[config.mk]
export PLATFORM = sky130hd
export DESIGN_NAME = content_length_message_deframer
export DESIGN_NICKNAME = d
export VERILOG_FILES = /design/src/clmd_pkg.sv /design/src/clmd_parser.sv /design/src/content_length_message_deframer.sv
export SDC_FILE = /design/constraint.sdc
export NUM_CORES = 1
export LEC_CHECK = 0
export ABC_AREA = 1
export BUFFER_PORTS_ARGS = -buffer_cell sky130_fd_sc_hd__buf_2
export CAP_MARGIN = 0
export CORE_MARGIN = 2
export CORE_UTILIZATION = 25
export CTS_CLUSTER_SIZE = 20
export DETAILED_ROUTE_END_ITERATION = 16
export SYNTH_ARGS = -nofsm -noshare
export SYNTH_HDL_FRONTEND = slang
export SYNTH_SLANG_ARGS = --single-unit
[constraint.sdc]
create_clock -name clk -period 3.1 [get_ports clk]
set_clock_uncertainty 0.1 [all_clocks]
set_input_delay 0.62 -clock clk [delete_from_list [all_inputs] [get_ports clk]]
set_output_delay 0.62 -clock clk [all_outputs]
set_load 0.01 [all_outputs]
[src/clmd_pkg.sv]
// Shared types and constants for the content-length message deframer.
`default_nettype none
package clmd_pkg;

  // Width of the length value and of the body counters.
  localparam int LEN_BITS = 32;

  // Result status codes.
  typedef enum logic [1:0] {
    ST_BYTE    = 2'd0,
    ST_EMPTY   = 2'd1,
    ST_INVALID = 2'd2,
    ST_EOF     = 2'd3
  } status_t;

  // One input transaction.
  typedef struct packed {
    logic       req_type;
    logic [7:0] in_byte;
  } in_item_t;

  // One result transaction.
  typedef struct packed {
    status_t    status;
    logic [7:0] out_byte;
    logic       last;
  } out_item_t;

  // Result of one parse step: whether a result is produced, and its value.
  typedef struct packed {
    logic      valid;
    out_item_t item;
  } step_result_t;

endpackage
`default_nettype wire

[src/clmd_parser.sv]
// Header parser and body counter: the frame state and the per-byte update.
`default_nettype none
module clmd_parser (
  input  wire logic                  clk,
  input  wire logic                  rst,
  input  wire logic                  fire,
  input  wire clmd_pkg::in_item_t    item,
  output clmd_pkg::step_result_t     result
);
  import clmd_pkg::*;

  localparam logic [7:0] CH_CR    = 8'h0D;
  localparam logic [7:0] CH_LF    = 8'h0A;
  localparam logic [7:0] CH_TAB   = 8'h09;
  localparam logic [7:0] CH_VT    = 8'h0B;
  localparam logic [7:0] CH_FF    = 8'h0C;
  localparam logic [7:0] CH_SPACE = 8'h20;
  localparam logic [7:0] CH_PLUS  = 8'h2B;
  localparam logic [7:0] CH_COLON = 8'h3A;
  localparam logic [7:0] CH_ZERO  = 8'h30;
  localparam logic [7:0] CH_NINE  = 8'h39;
  localparam logic [7:0] CH_UP_A  = 8'h41;
  localparam logic [7:0] CH_UP_Z  = 8'h5A;

  localparam logic [3:0] POS_FULL = 4'd14;
  localparam logic [3:0] POS_MISS = 4'd15;

  typedef enum logic [2:0] {
    PH_SKIP_SPTAB = 3'd0,
    PH_SKIP_WS    = 3'd1,
    PH_SIGN       = 3'd2,
    PH_DIGITS     = 3'd3,
    PH_DONE       = 3'd4
  } phase_t;

  // Per-line parse state.
  typedef struct packed {
    logic                cr_held;
    logic                line_nonempty;
    logic                colon_seen;
    logic [3:0]          match_pos;
    phase_t              phase;
    logic [LEN_BITS-1:0] accum;
    logic                bad;
  } line_t;

  localparam line_t LINE_CLEAR = '{
    cr_held: 1'b0, line_nonempty: 1'b0, colon_seen: 1'b0, match_pos: 4'd0,
    phase: PH_SKIP_SPTAB, accum: '0, bad: 1'b0};

  // Lowercase header name, one character per match position.
  function automatic logic [7:0] hdr_char(input logic [3:0] pos);
    logic [7:0] ch;
    unique case (pos)
      4'd0:    ch = "c";
      4'd1:    ch = "o";
      4'd2:    ch = "n";
      4'd3:    ch = "t";
      4'd4:    ch = "e";
      4'd5:    ch = "n";
      4'd6:    ch = "t";
      4'd7:    ch = "-";
      4'd8:    ch = "l";
      4'd9:    ch = "e";
      4'd10:   ch = "n";
      4'd11:   ch = "g";
      4'd12:   ch = "t";
      4'd13:   ch = "h";
      default: ch = 8'h00;
    endcase
    return ch;
  endfunction

  function automatic logic is_digit(input logic [7:0] c);
    return (c >= CH_ZERO) && (c <= CH_NINE);
  endfunction

  // One character of a header line, including the value parse after the colon.
  function automatic line_t line_char(input line_t l, input logic [7:0] c);
    line_t               r;
    logic [7:0]          lc;
    logic                go;
    logic [LEN_BITS+3:0] wide;
    logic [LEN_BITS+3:0] sum;
    r = l;
    r.line_nonempty = 1'b1;
    go = 1'b1;
    lc = c;
    wide = {4'd0, l.accum};
    sum = (wide << 3) + (wide << 1) + {{(LEN_BITS){1'b0}}, c[3:0]};
    if (!l.colon_seen) begin
      if (c == CH_COLON) begin
        r.colon_seen = 1'b1;
      end else begin
        if (c >= CH_UP_A && c <= CH_UP_Z) begin
          lc = c + 8'd32;
        end
        if (l.match_pos < POS_FULL && lc == hdr_char(l.match_pos)) begin
          r.match_pos = l.match_pos + 4'd1;
        end else begin
          r.match_pos = POS_MISS;
        end
      end
    end else if (l.match_pos == POS_FULL) begin
      // Leading spaces and tabs.
      if (r.phase == PH_SKIP_SPTAB) begin
        if (c == CH_SPACE || c == CH_TAB) begin
          go = 1'b0;
        end else begin
          r.phase = PH_SKIP_WS;
        end
      end
      // Further whitespace, then an optional plus sign.
      if (go && r.phase == PH_SKIP_WS) begin
        if (c == CH_SPACE || c == CH_TAB || c == CH_VT || c == CH_FF || c == CH_CR) begin
          go = 1'b0;
        end else if (c == CH_PLUS) begin
          r.phase = PH_SIGN;
          go = 1'b0;
        end else if (is_digit(c)) begin
          r.phase = PH_SIGN;
        end else begin
          r.bad = 1'b1;
          r.phase = PH_DONE;
          go = 1'b0;
        end
      end
      // Decimal digits with an overflow check on the widened product.
      if (go && (r.phase == PH_SIGN || r.phase == PH_DIGITS)) begin
        if (is_digit(c)) begin
          if (sum[LEN_BITS+3:LEN_BITS] != 4'd0) begin
            r.bad = 1'b1;
            r.phase = PH_DONE;
          end else begin
            r.accum = sum[LEN_BITS-1:0];
            r.phase = PH_DIGITS;
          end
        end else begin
          if (r.phase == PH_SIGN) begin
            r.bad = 1'b1;
          end
          r.phase = PH_DONE;
        end
      end
    end
    return r;
  endfunction

  // Frame state.
  logic                in_body;
  logic                length_seen;
  logic                frame_invalid;
  logic [LEN_BITS-1:0] body_length;
  logic [LEN_BITS-1:0] body_left;
  line_t               line;

  logic                in_body_next;
  logic                length_seen_next;
  logic                frame_invalid_next;
  logic [LEN_BITS-1:0] body_length_next;
  logic [LEN_BITS-1:0] body_left_next;
  line_t               line_next;

  // Next-state and result logic for one transaction.
  always_comb begin
    logic [7:0] c;
    logic       do_end;
    logic       at_eof;
    logic       clear_all;
    status_t    st;
    c = item.in_byte;
    do_end = 1'b0;
    at_eof = 1'b0;
    clear_all = 1'b0;
    st = ST_EOF;
    in_body_next = in_body;
    length_seen_next = length_seen;
    frame_invalid_next = frame_invalid;
    body_length_next = body_length;
    body_left_next = body_left;
    line_next = line;
    result = '0;

    if (item.req_type) begin
      // End of input; a lone held CR still counts as a blank line.
      if (!in_body && line.cr_held && !line.line_nonempty) begin
        do_end = 1'b1;
        at_eof = 1'b1;
      end else begin
        clear_all = 1'b1;
        result.valid = 1'b1;
        result.item.status = ST_EOF;
        result.item.last = 1'b1;
      end
    end else if (in_body) begin
      // Body byte passthrough.
      result.valid = 1'b1;
      result.item.status = ST_BYTE;
      result.item.out_byte = c;
      result.item.last = (body_left <= LEN_BITS'(1));
      if (body_left <= LEN_BITS'(1)) begin
        clear_all = 1'b1;
      end else begin
        body_left_next = body_left - LEN_BITS'(1);
      end
    end else if (c == CH_LF) begin
      if (!line.line_nonempty) begin
        line_next = LINE_CLEAR;
        do_end = 1'b1;
      end else begin
        // Close a header line and commit its value.
        if (line.colon_seen && line.match_pos == POS_FULL &&
            line.phase != PH_SKIP_SPTAB) begin
          if (line.phase == PH_SKIP_WS || line.phase == PH_SIGN || line.bad) begin
            frame_invalid_next = 1'b1;
          end else begin
            body_length_next = line.accum;
            length_seen_next = 1'b1;
          end
        end
        line_next = LINE_CLEAR;
      end
    end else begin
      // Ordinary header byte; a held CR is replayed as a line character first.
      if (line.cr_held) begin
        line_next = line_char(line_next, CH_CR);
      end
      line_next.cr_held = 1'b0;
      if (c == CH_CR) begin
        line_next.cr_held = 1'b1;
      end else begin
        line_next = line_char(line_next, c);
      end
    end

    // End of the header block.
    if (do_end) begin
      if (frame_invalid || !length_seen) begin
        st = ST_INVALID;
      end else if (body_length == '0) begin
        st = ST_EMPTY;
      end else begin
        st = ST_EOF;
      end
      if (!frame_invalid && length_seen && body_length != '0 && !at_eof) begin
        line_next = LINE_CLEAR;
        in_body_next = 1'b1;
        body_left_next = body_length;
      end else begin
        clear_all = 1'b1;
        result.valid = 1'b1;
        result.item.status = st;
        result.item.last = 1'b1;
      end
    end

    if (clear_all) begin
      line_next = LINE_CLEAR;
      in_body_next = 1'b0;
      length_seen_next = 1'b0;
      frame_invalid_next = 1'b0;
      body_length_next = '0;
      body_left_next = '0;
    end
  end

  // State registers, updated once per processed transaction.
  always_ff @(posedge clk) begin
    if (rst) begin
      in_body <= 1'b0;
      length_seen <= 1'b0;
      frame_invalid <= 1'b0;
      body_length <= '0;
      body_left <= '0;
      line <= LINE_CLEAR;
    end else if (fire) begin
      in_body <= in_body_next;
      length_seen <= length_seen_next;
      frame_invalid <= frame_invalid_next;
      body_length <= body_length_next;
      body_left <= body_left_next;
      line <= line_next;
    end
  end

endmodule
`default_nettype wire

[src/content_length_message_deframer.sv]
// Top level of the content-length message deframer: input and result registers.
//
//   Channel  Direction  Handshake              Payload
//   req      in         req_valid / req_stall  clmd_pkg::in_item_t
//   rsp      out        rsp_valid / rsp_stall  clmd_pkg::out_item_t
//
// One transaction per cycle is sustained while rsp is not stalled; each item
// is held in the input register and its result (if any) is then registered
// in the result register. Reset is synchronous and clears the frame state
// and both valid flags. A stall on rsp holds the result register and reaches
// req_stall only while the input register is full.
`default_nettype none
module content_length_message_deframer (
  input  wire logic                 clk,
  input  wire logic                 rst,
  input  wire logic                 req_valid,
  output logic                      req_stall,
  input  wire clmd_pkg::in_item_t   req,
  output logic                      rsp_valid,
  input  wire logic                 rsp_stall,
  output clmd_pkg::out_item_t       rsp
);
  import clmd_pkg::*;

  logic         s1_valid;
  in_item_t     s1_item;
  logic         advance;
  logic         req_take;
  step_result_t step;

  // The held item moves on when the result register is free or draining.
  assign advance   = s1_valid && (!rsp_valid || !rsp_stall);
  assign req_stall = s1_valid && !advance;
  assign req_take  = req_valid && !req_stall;

  clmd_parser u_parser (
    .clk    (clk),
    .rst    (rst),
    .fire   (advance),
    .item   (s1_item),
    .result (step)
  );

  // Input register.
  always_ff @(posedge clk) begin
    if (rst) begin
      s1_valid <= 1'b0;
    end else if (req_take) begin
      s1_valid <= 1'b1;
    end else if (advance) begin
      s1_valid <= 1'b0;
    end
  end

  always_ff @(posedge clk) begin
    if (req_take) begin
      s1_item <= req;
    end
  end

  // Result register.
  always_ff @(posedge clk) begin
    if (rst) begin
      rsp_valid <= 1'b0;
    end else if (advance) begin
      rsp_valid <= step.valid;
    end else if (rsp_valid && !rsp_stall) begin
      rsp_valid <= 1'b0;
    end
  end

  always_ff @(posedge clk) begin
    if (advance && step.valid) begin
      rsp <= step.item;
    end
  end

endmodule
`default_nettype wire
==> reports/qor.yml, run 1 <==
cells_and_area:
  syn_to_final_growth_pct: 22.2
  antenna_cells: 0
  fin_util_pct: 30.8
  fin_nets: 1797
  final_cells: 2254
  drive_gt1_share_pct: 18.4
timing:
  max_freq_mhz: 321
  rsz0062_at_grt: "yes"
  min_period_ps: 3120
  drv_slew: 0
  finalSetupTns_ps: -72.3
  setup_viol: 9
  relSlewSlack_pct: 50.7
  fin_crit_sh_pct: 101
  finalHoldViolations: 0
  worst_slack_ps: -16.7
  tightest_slew_ps: 740
critical_path:
  rr_endpoint: "u_parser.line[29]"
  end_kind: "flop"
  cp-start-kind: "flop"
  worst_ep_arrival_time_ps: 3320
  path_class: "reg2reg"
  r2r_setup_slack_ps: -20
  timing.rr.start: "s1_item[3]"
  cp.required_ps: 3300
  rr_worst_depth: 18
  worstPathMaxFanout: 33
placed_design:
  dp_cells: 2214
  dp_slack_ps: -75.0
  io_buffers: 25
  gp_congestion: 0.926
  dp_hpwl_um: 23900
route:
  drc_errors: 0
  vias: 10800
  drt_iter0_markers: 696
  finalWirelength_um: 31000
  first_pass_iters: 5
  detail-route-antenna-nets: 0
  viasPerCell: 4.77
  wl_per_cell_um: 13.7
yosys:
  synthCells: 1590
  synth_compound_area_share_pct: 19.4
  synth_top_family_by_area: "simple AND/OR/NAND/NOR gates"
  synth_common_cells: "434 x nand2_1, 189 x nor2_1, 185 x a21oi_1, 119 x dfxtp_1, 116 x inv_1"
  syn_area_per_cell_um2: 6.59
  synth_top_cell_by_area: "dfxtp_1"
  synth_area_um2: 10500
  synth-simple-area-share_pct: 32.4
  synth_xor_area_share_pct: 2.67
  ys_ff_latch: 139
  synth_nets: 1685
  ys_types: 50
  synth_fa_ha_area_share_pct: 9.93
  synth_most_common_cell: "nand2_1"
  synth_edf_count: 20
  ys_async_sr_fraction_pct: 0
  synth_seq_area_share_pct: 28.5
  synth_flop_cell: "dfxtp_1"
  netlist.area_leader.share_pct: 22.7
  muxShareOfSynthArea_pct: 0
  synth_area_leaders: "dfxtp_1 23%, nand2_1 16%, ha_1 9.5%"
  yosys_warnings: 0
cts:
  cts_hold_buf: 0
  clock-sinks: 139
  path_clk_slew_ps: 60
  cts_tree: "done"
  insertion_delay_ps: 440
  cts_buffer_depth: 2
  root_buffer: "clkbuf_16"
  htree_levels: 4
  cts-buffers-inserted: 17
min_path:
  hold_path_end: "s1_item[6]"
  holdCritStartpoint: "req[6]"
  hp-class: "in2reg"
  hold_path_depth: 1
grt:
  grt_max_degree: 69
  first_global_vias: 10000
  grt_overflow: 0
  antenna_found_initial: 0
  grtUsageTotal_pct: 14.1
  grt_pass1_wl_um: 50300
die:
  dieArea_um2: 43600
  ios: 26
  core_area_um2: 41700
  die-height_um: 209
  die_width_um: 209
  floorplan.initialDensity_pct: 25.2
  core.rowCount: 75
run_status:
  outcome: "complete, but fails checks"
  violations: "setup timing"
power_and_ir_drop:
  p_leak_uw: 0.00554
  max-vdd-ir-drop_mv: 0.407
  p_per_area_nw_per_um2: 352
job:
  drv_cap: 0
routing by layer:
metal | routed length [um] | global-route usage, % | vias up
met2 | 13700 | 22.3 | 223
met5 | 0 | 0 | -
met4 | 770 | 5.37 | 0
li1 | - | - | 5558
met3 | 1140 | 1.94 | 35
met1 | 15400 | 19.5 | 4935
sequential cells by signal, summed over array words and instances, names as in the netlist, named ones only:
name / cells
u_parser.body_left: 32
rsp_valid: 1
u_parser.body_length: 32
u_parser.length_seen: 1
rsp: 11
u_parser.frame_invalid: 1
s1_valid: 1
u_parser.in_body: 1
u_parser.line: 43
s1_item: 9
layout make-up:
type	count	area, um2
sequential	139	2990
timing repair buffer	146	1100
clock buffer	18	429
multi-input combinational	1261	6970
fill	4567	28900
tap	539	674
clock inverter	14	135
inverter	137	517
repair_timing:
action	4_1_cts	5_1_grt
cloned	0	0
setup endpoints to repair	39	56
setup buffers	2	6
pin swaps	1	19
gates resized for setup	9	56
worst max-delay path, stage by stage, from the launching register on:
cell,delay [ps]
edfxtp_1,400
inv_2,80
fa_1,450
fa_2,390
o21ai_2,150
nand2_1,80
nand2_2,100
inv_2,40
o21ai_2,130
nand3b_1,110
nand3_1,100
nand2_2,70
nor2_4,120
nand3_4,120
buf_12,190
a21oi_1,130
o21ai_0,90
nand2_1,60
a21oi_1,50
cells in the final DEF, fill, tap and decap left out, drive strengths merged, types with 5 or more instances in the layout:
cell type	count
o211ai	41
o21ai	88
nor4	13
o21a	7
edfxtp	20
xor2	13
nand3b	5
ha	80
nand2	444
or2	9
a31oi	8
xnor2	19
inv	144
nand4	21
nor2	200
a21oi	195
nor3	18
buf	146
clkbuf	18
nand3	86
dfxtp	119
logic make-up (layout without fill, tap and decap cells):
| kind of cell | Yosys count | count (layout) |
|---|---|---|
| buf+inv | 190 | 315 |
| fa+ha+maj | 82 | 82 |
| flops | 139 | 139 |
| simple gates | 796 | 796 |
| xor+xnor | 32 | 32 |
| compound gates | 351 | 351 |
per-stage QoR:
stage,power (uW),area (um2),hold slack [ps]
finish,4510,12800,259
global placement,2520,12000,358
detailed placement,2530,12000,359
CTS,4530,12600,237
floorplan,2320,10500,335
global route,4700,12800,238
where the power goes:
group | leakage (uW) | internal, uW | switching [uW]
Sequential | 0.00115 | 1870 | 35.4
Combinational | 0.00412 | 225 | 390
Clock | 0.000270 | 1120 | 873
Total | 0.00554 | 3210 | 1300
how the worst max path moves through the flow:
stage                       from                end  cells after the start
3_3_place_gp          s1_item[3]  u_parser.line[18]                     20
2_1_floorplan         s1_item[2]  u_parser.line[11]                     21
4_1_cts               s1_item[3]  u_parser.line[25]                     18
6_report              s1_item[3]  u_parser.line[29]                     18
3_5_place_dp   u_parser.line[42]               flop                     25
5_1_grt               s1_item[2]  u_parser.line[29]                     21
No activity file was read; power rests on OpenSTA's default activity.
==> run 2: changes to the inputs <==
- SLEW_MARGIN: default -> 15
- SYNTH_HIERARCHICAL: default -> 1
==> reports/qor.yml, run 2 <==
die:
  ios: 26  # unchanged
  core.rowCount: 75  # unchanged
  core_area_um2: 41900  # +0.45%
  floorplan.initialDensity_pct: 25.3  # +0.15 points
  die-height_um: 210  # +0.52%
  dieArea_um2: 44000  # +1.0%
  die_width_um: 210  # +0.52%
timing:
  fin_crit_sh_pct: 103  # +2.9 points
  setup_viol: 31  # +22
  hold_slack_ps: 271  # +12.0 ps
  max_freq_mhz: 312  # -2.8%
  worst_slack_ps: -106  # -89.1 ps
  relSlewSlack_pct: 31.6  # -19 points
  tightest_slew_ps: 1030  # +286 ps
  finalSetupTns_ps: -1580  # -1510 ps
  rsz0062_at_grt: "yes"
  min_period_ps: 3210  # +89.1 ps
  drv_slew: 0  # unchanged
  finalHoldViolations: 0  # unchanged
yosys:
  ys_types: 52  # +4.0%
  synth_area_um2: 10600  # +1.1%
  synth_common_cells: "448 x nand2_1, 184 x a21oi_1, 180 x nor2_1, 139 x inv_1, 119 x dfxtp_1"
  synth_edf_count: 20  # unchanged
  synth_most_common_cell: "nand2_1"
  ys_async_sr_fraction_pct: 0  # unchanged
  synth_nets: 1737  # +3.1%
  synthCells: 1642  # +3.3%
  synth_seq_area_share_pct: 28.2  # -0.30 points
  synth_area_leaders: "dfxtp_1 22%, nand2_1 16%, ha_1 9.4%"
  syn_area_per_cell_um2: 6.45  # -2.1%
  synth_flop_cell: "dfxtp_1"
  yosys_warnings: 6  # +6
  synth_top_cell_by_area: "dfxtp_1"
  ys_ff_latch: 139  # unchanged
  netlist.area_leader.share_pct: 22.5  # -0.24 points
cells_and_area:
  reg_top3: "u_parser/line: 43 flops, u_parser/body_left: 32 flops, u_parser/body_length: 32 flops"
  fin_nets: 1905  # +6.0%
  final_common_cell: "nand2_1"
  drive_gt1_share_pct: 23.2  # +4.8 points
  fillCellCount: 4509  # -1.3%
  syn_to_final_growth_pct: 29.5
  largest_register_ffs: 43  # unchanged
  antenna_cells: 0  # unchanged
  largest_register: "u_parser/line"
  mostFrequentLayoutCells: "423 x nand2_1, 168 x buf_4, 167 x nor2_1"
  fin_area_um2: 13700  # +7.1%
grt:
  grtUsageTotal_pct: 15.6  # +1.5 points
  grt_pass1_wl_um: 55900  # +11%
  grt_overflow: 0  # unchanged
  antenna_found_initial: 0  # unchanged
  grt_max_degree: 82  # +19%
  first_global_vias: 10900  # +8.1%
cts:
  htree_levels: 4  # unchanged
  root_buffer: "clkbuf_16"
  path_clk_slew_ps: 70  # about the same
  insertion_delay_ps: 430  # about the same
  cts_hold_buf: 0  # unchanged
  cts-buffers-inserted: 17  # unchanged
  cts_buffer_depth: 2  # unchanged
  clock-sinks: 139  # unchanged
  cts_tree: "done"
min_path:
  hp-class: "in2reg"
critical_path:
  cp.required_ps: 3260  # -40 ps
  crit_top_cell: "nand2_2"
  worstPathMaxFanout: 8  # -76%
  end_kind: "flop"
  path_cells: "inv_4 > fa_2 > fa_2 > o21ai_4 > nand2_1 > nand3_2 > nand2_2 > nand2_2 > nand2_2 > nand3_2 > nand2_2 > inv_2 > nand2_2 > nor2_4 > nand2_4 > buf_12 > o21ai_2 > o31ai_2 > nand2_1 > a21oi_1"
  critPathMaxStageDelay_ps: 460  # about the same
  path_buf_inv: 3  # unchanged
  worst_ep_arrival_time_ps: 3360  # +40 ps
  path_class: "reg2reg"
  crit_slowest_cell: "fa_2"
  path_delay_family: "simple AND/OR/NAND/NOR gates"
  cp-start-kind: "flop"
route:
  drc_errors: 0  # unchanged
  viasPerCell: 4.88  # +2.4%
  finalWirelength_um: 34700  # +12%
  wl_per_cell_um: 14.7  # +6.9%
  detail-route-antenna-nets: 0  # unchanged
  first_pass_iters: 5  # unchanged
  vias: 11500  # +7.3%
  drt_iter0_markers: 957  # +38%
placed_design:
  gp_congestion: 0.923  # -0.35%
  io_buffers: 25  # unchanged
  dp_slack_ps: -206  # -131 ps
  dp_hpwl_um: 26000  # +8.8%
  placed_cell_area_um2: 12400  # +3.9%
run_status:
  outcome: "complete, but fails checks"
  violations: "setup timing"
job:
  drv_cap: 0  # unchanged
power_and_ir_drop:
  p_leak_uw: 0.00612  # +10%
  p_per_area_nw_per_um2: 333  # -5.5%
  max-vdd-ir-drop_mv: 0.301  # -26%
[run 2: power breakdown]
group / total [uW] / internal [uW] / leakage [uW] / switching (uW)
sequential: 1890 / 1860 / 0.00116 / 30.4
combinational: 635 / 226 / 0.00467 / 409
clock: 2040 / 1080 / 0.000284 / 961
[run 2: worst register-to-register path, stage by stage, from the launching register on]
cell and delay [ps]:
edfxtp_1 430, inv_4 80, fa_2 460, fa_2 410
o21ai_4 180, nand2_1 90, nand3_2 80, nand2_2 50
nand2_2 70, nand2_2 60, nand3_2 70, nand2_2 60
inv_2 50, nand2_2 60, nor2_4 150, nand2_4 130
buf_12 170, o21ai_2 150, o31ai_2 80, nand2_1 70
a21oi_1 60
[run 2: cell type report]
| type | instances | area [um2] | area share (%) |
|---|---|---|---|
| multi-input cells | 1292 | 7330 | 53.4 |
| flip-flops and latches | 139 | 3000 | 21.9 |
| repair buffers | 202 | 1530 | 11.1 |
| well taps | 539 | 674 | 4.92 |
| inverters | 158 | 612 | 4.46 |
| clock buffers | 17 | 425 | 3.10 |
| clock inverters | 15 | 154 | 1.12 |
[run 2: worst paths after layout]
check                         start                     end  slack [ps]  cells after the start
min                          req[5]              s1_item[5]         270                      1
min reg2reg  u_parser/body_left[27]  u_parser/body_left[27]         370                      2
max                      s1_item[3]       u_parser/line[13]        -110                     20
max reg2reg              s1_item[3]       u_parser/line[13]        -110                     20
[run 2: what timing repair did]
| item | CTS | global route |
|---|---|---|
| resized for setup | 53 | 117 |
| pin swaps | 23 | 52 |
| cloned | 2 | 1 |
| setup endpoints to repair | 43 | 94 |
| buffers inserted | 8 | 8 |
[run 2: metrics by stage]
step                      instances  utilization, %  power (uW)
final                          2362            32.8        4560
after global routing           2362            32.8        4760
after CTS                      2357            31.9        4550
after detailed placement       2315            29.7        2500
after global placement         2315            29.7        2490
after floorplan                1642               -        2280
[run 2: cell families after synthesis]
| kind of cell | count (synthesis) | share of synthesized area, % |
|---|---|---|
| buffers and inverters | 212 | 7.79 |
| AO/OA/AOI/OAI | 341 | 17.5 |
| XOR/XNOR | 41 | 3.39 |
| AND/OR/NAND/NOR | 827 | 33.4 |
| flip-flops | 139 | 28.2 |
| adder cells (fa/ha/maj) | 82 | 9.83 |
[run 2: layer usage]
layer | track usage, % | routed length (um) | up-vias | part of all wire (%)
met5 | 0 | 0 | - | 0
met4 | 4.33 | 628 | 0 | 1.8
met3 | 1.93 | 1820 | 43 | 5.2
met2 | 26.6 | 16500 | 321 | 48
met1 | 20.7 | 15800 | 5365 | 45
li1 | - | - | 5804 | -
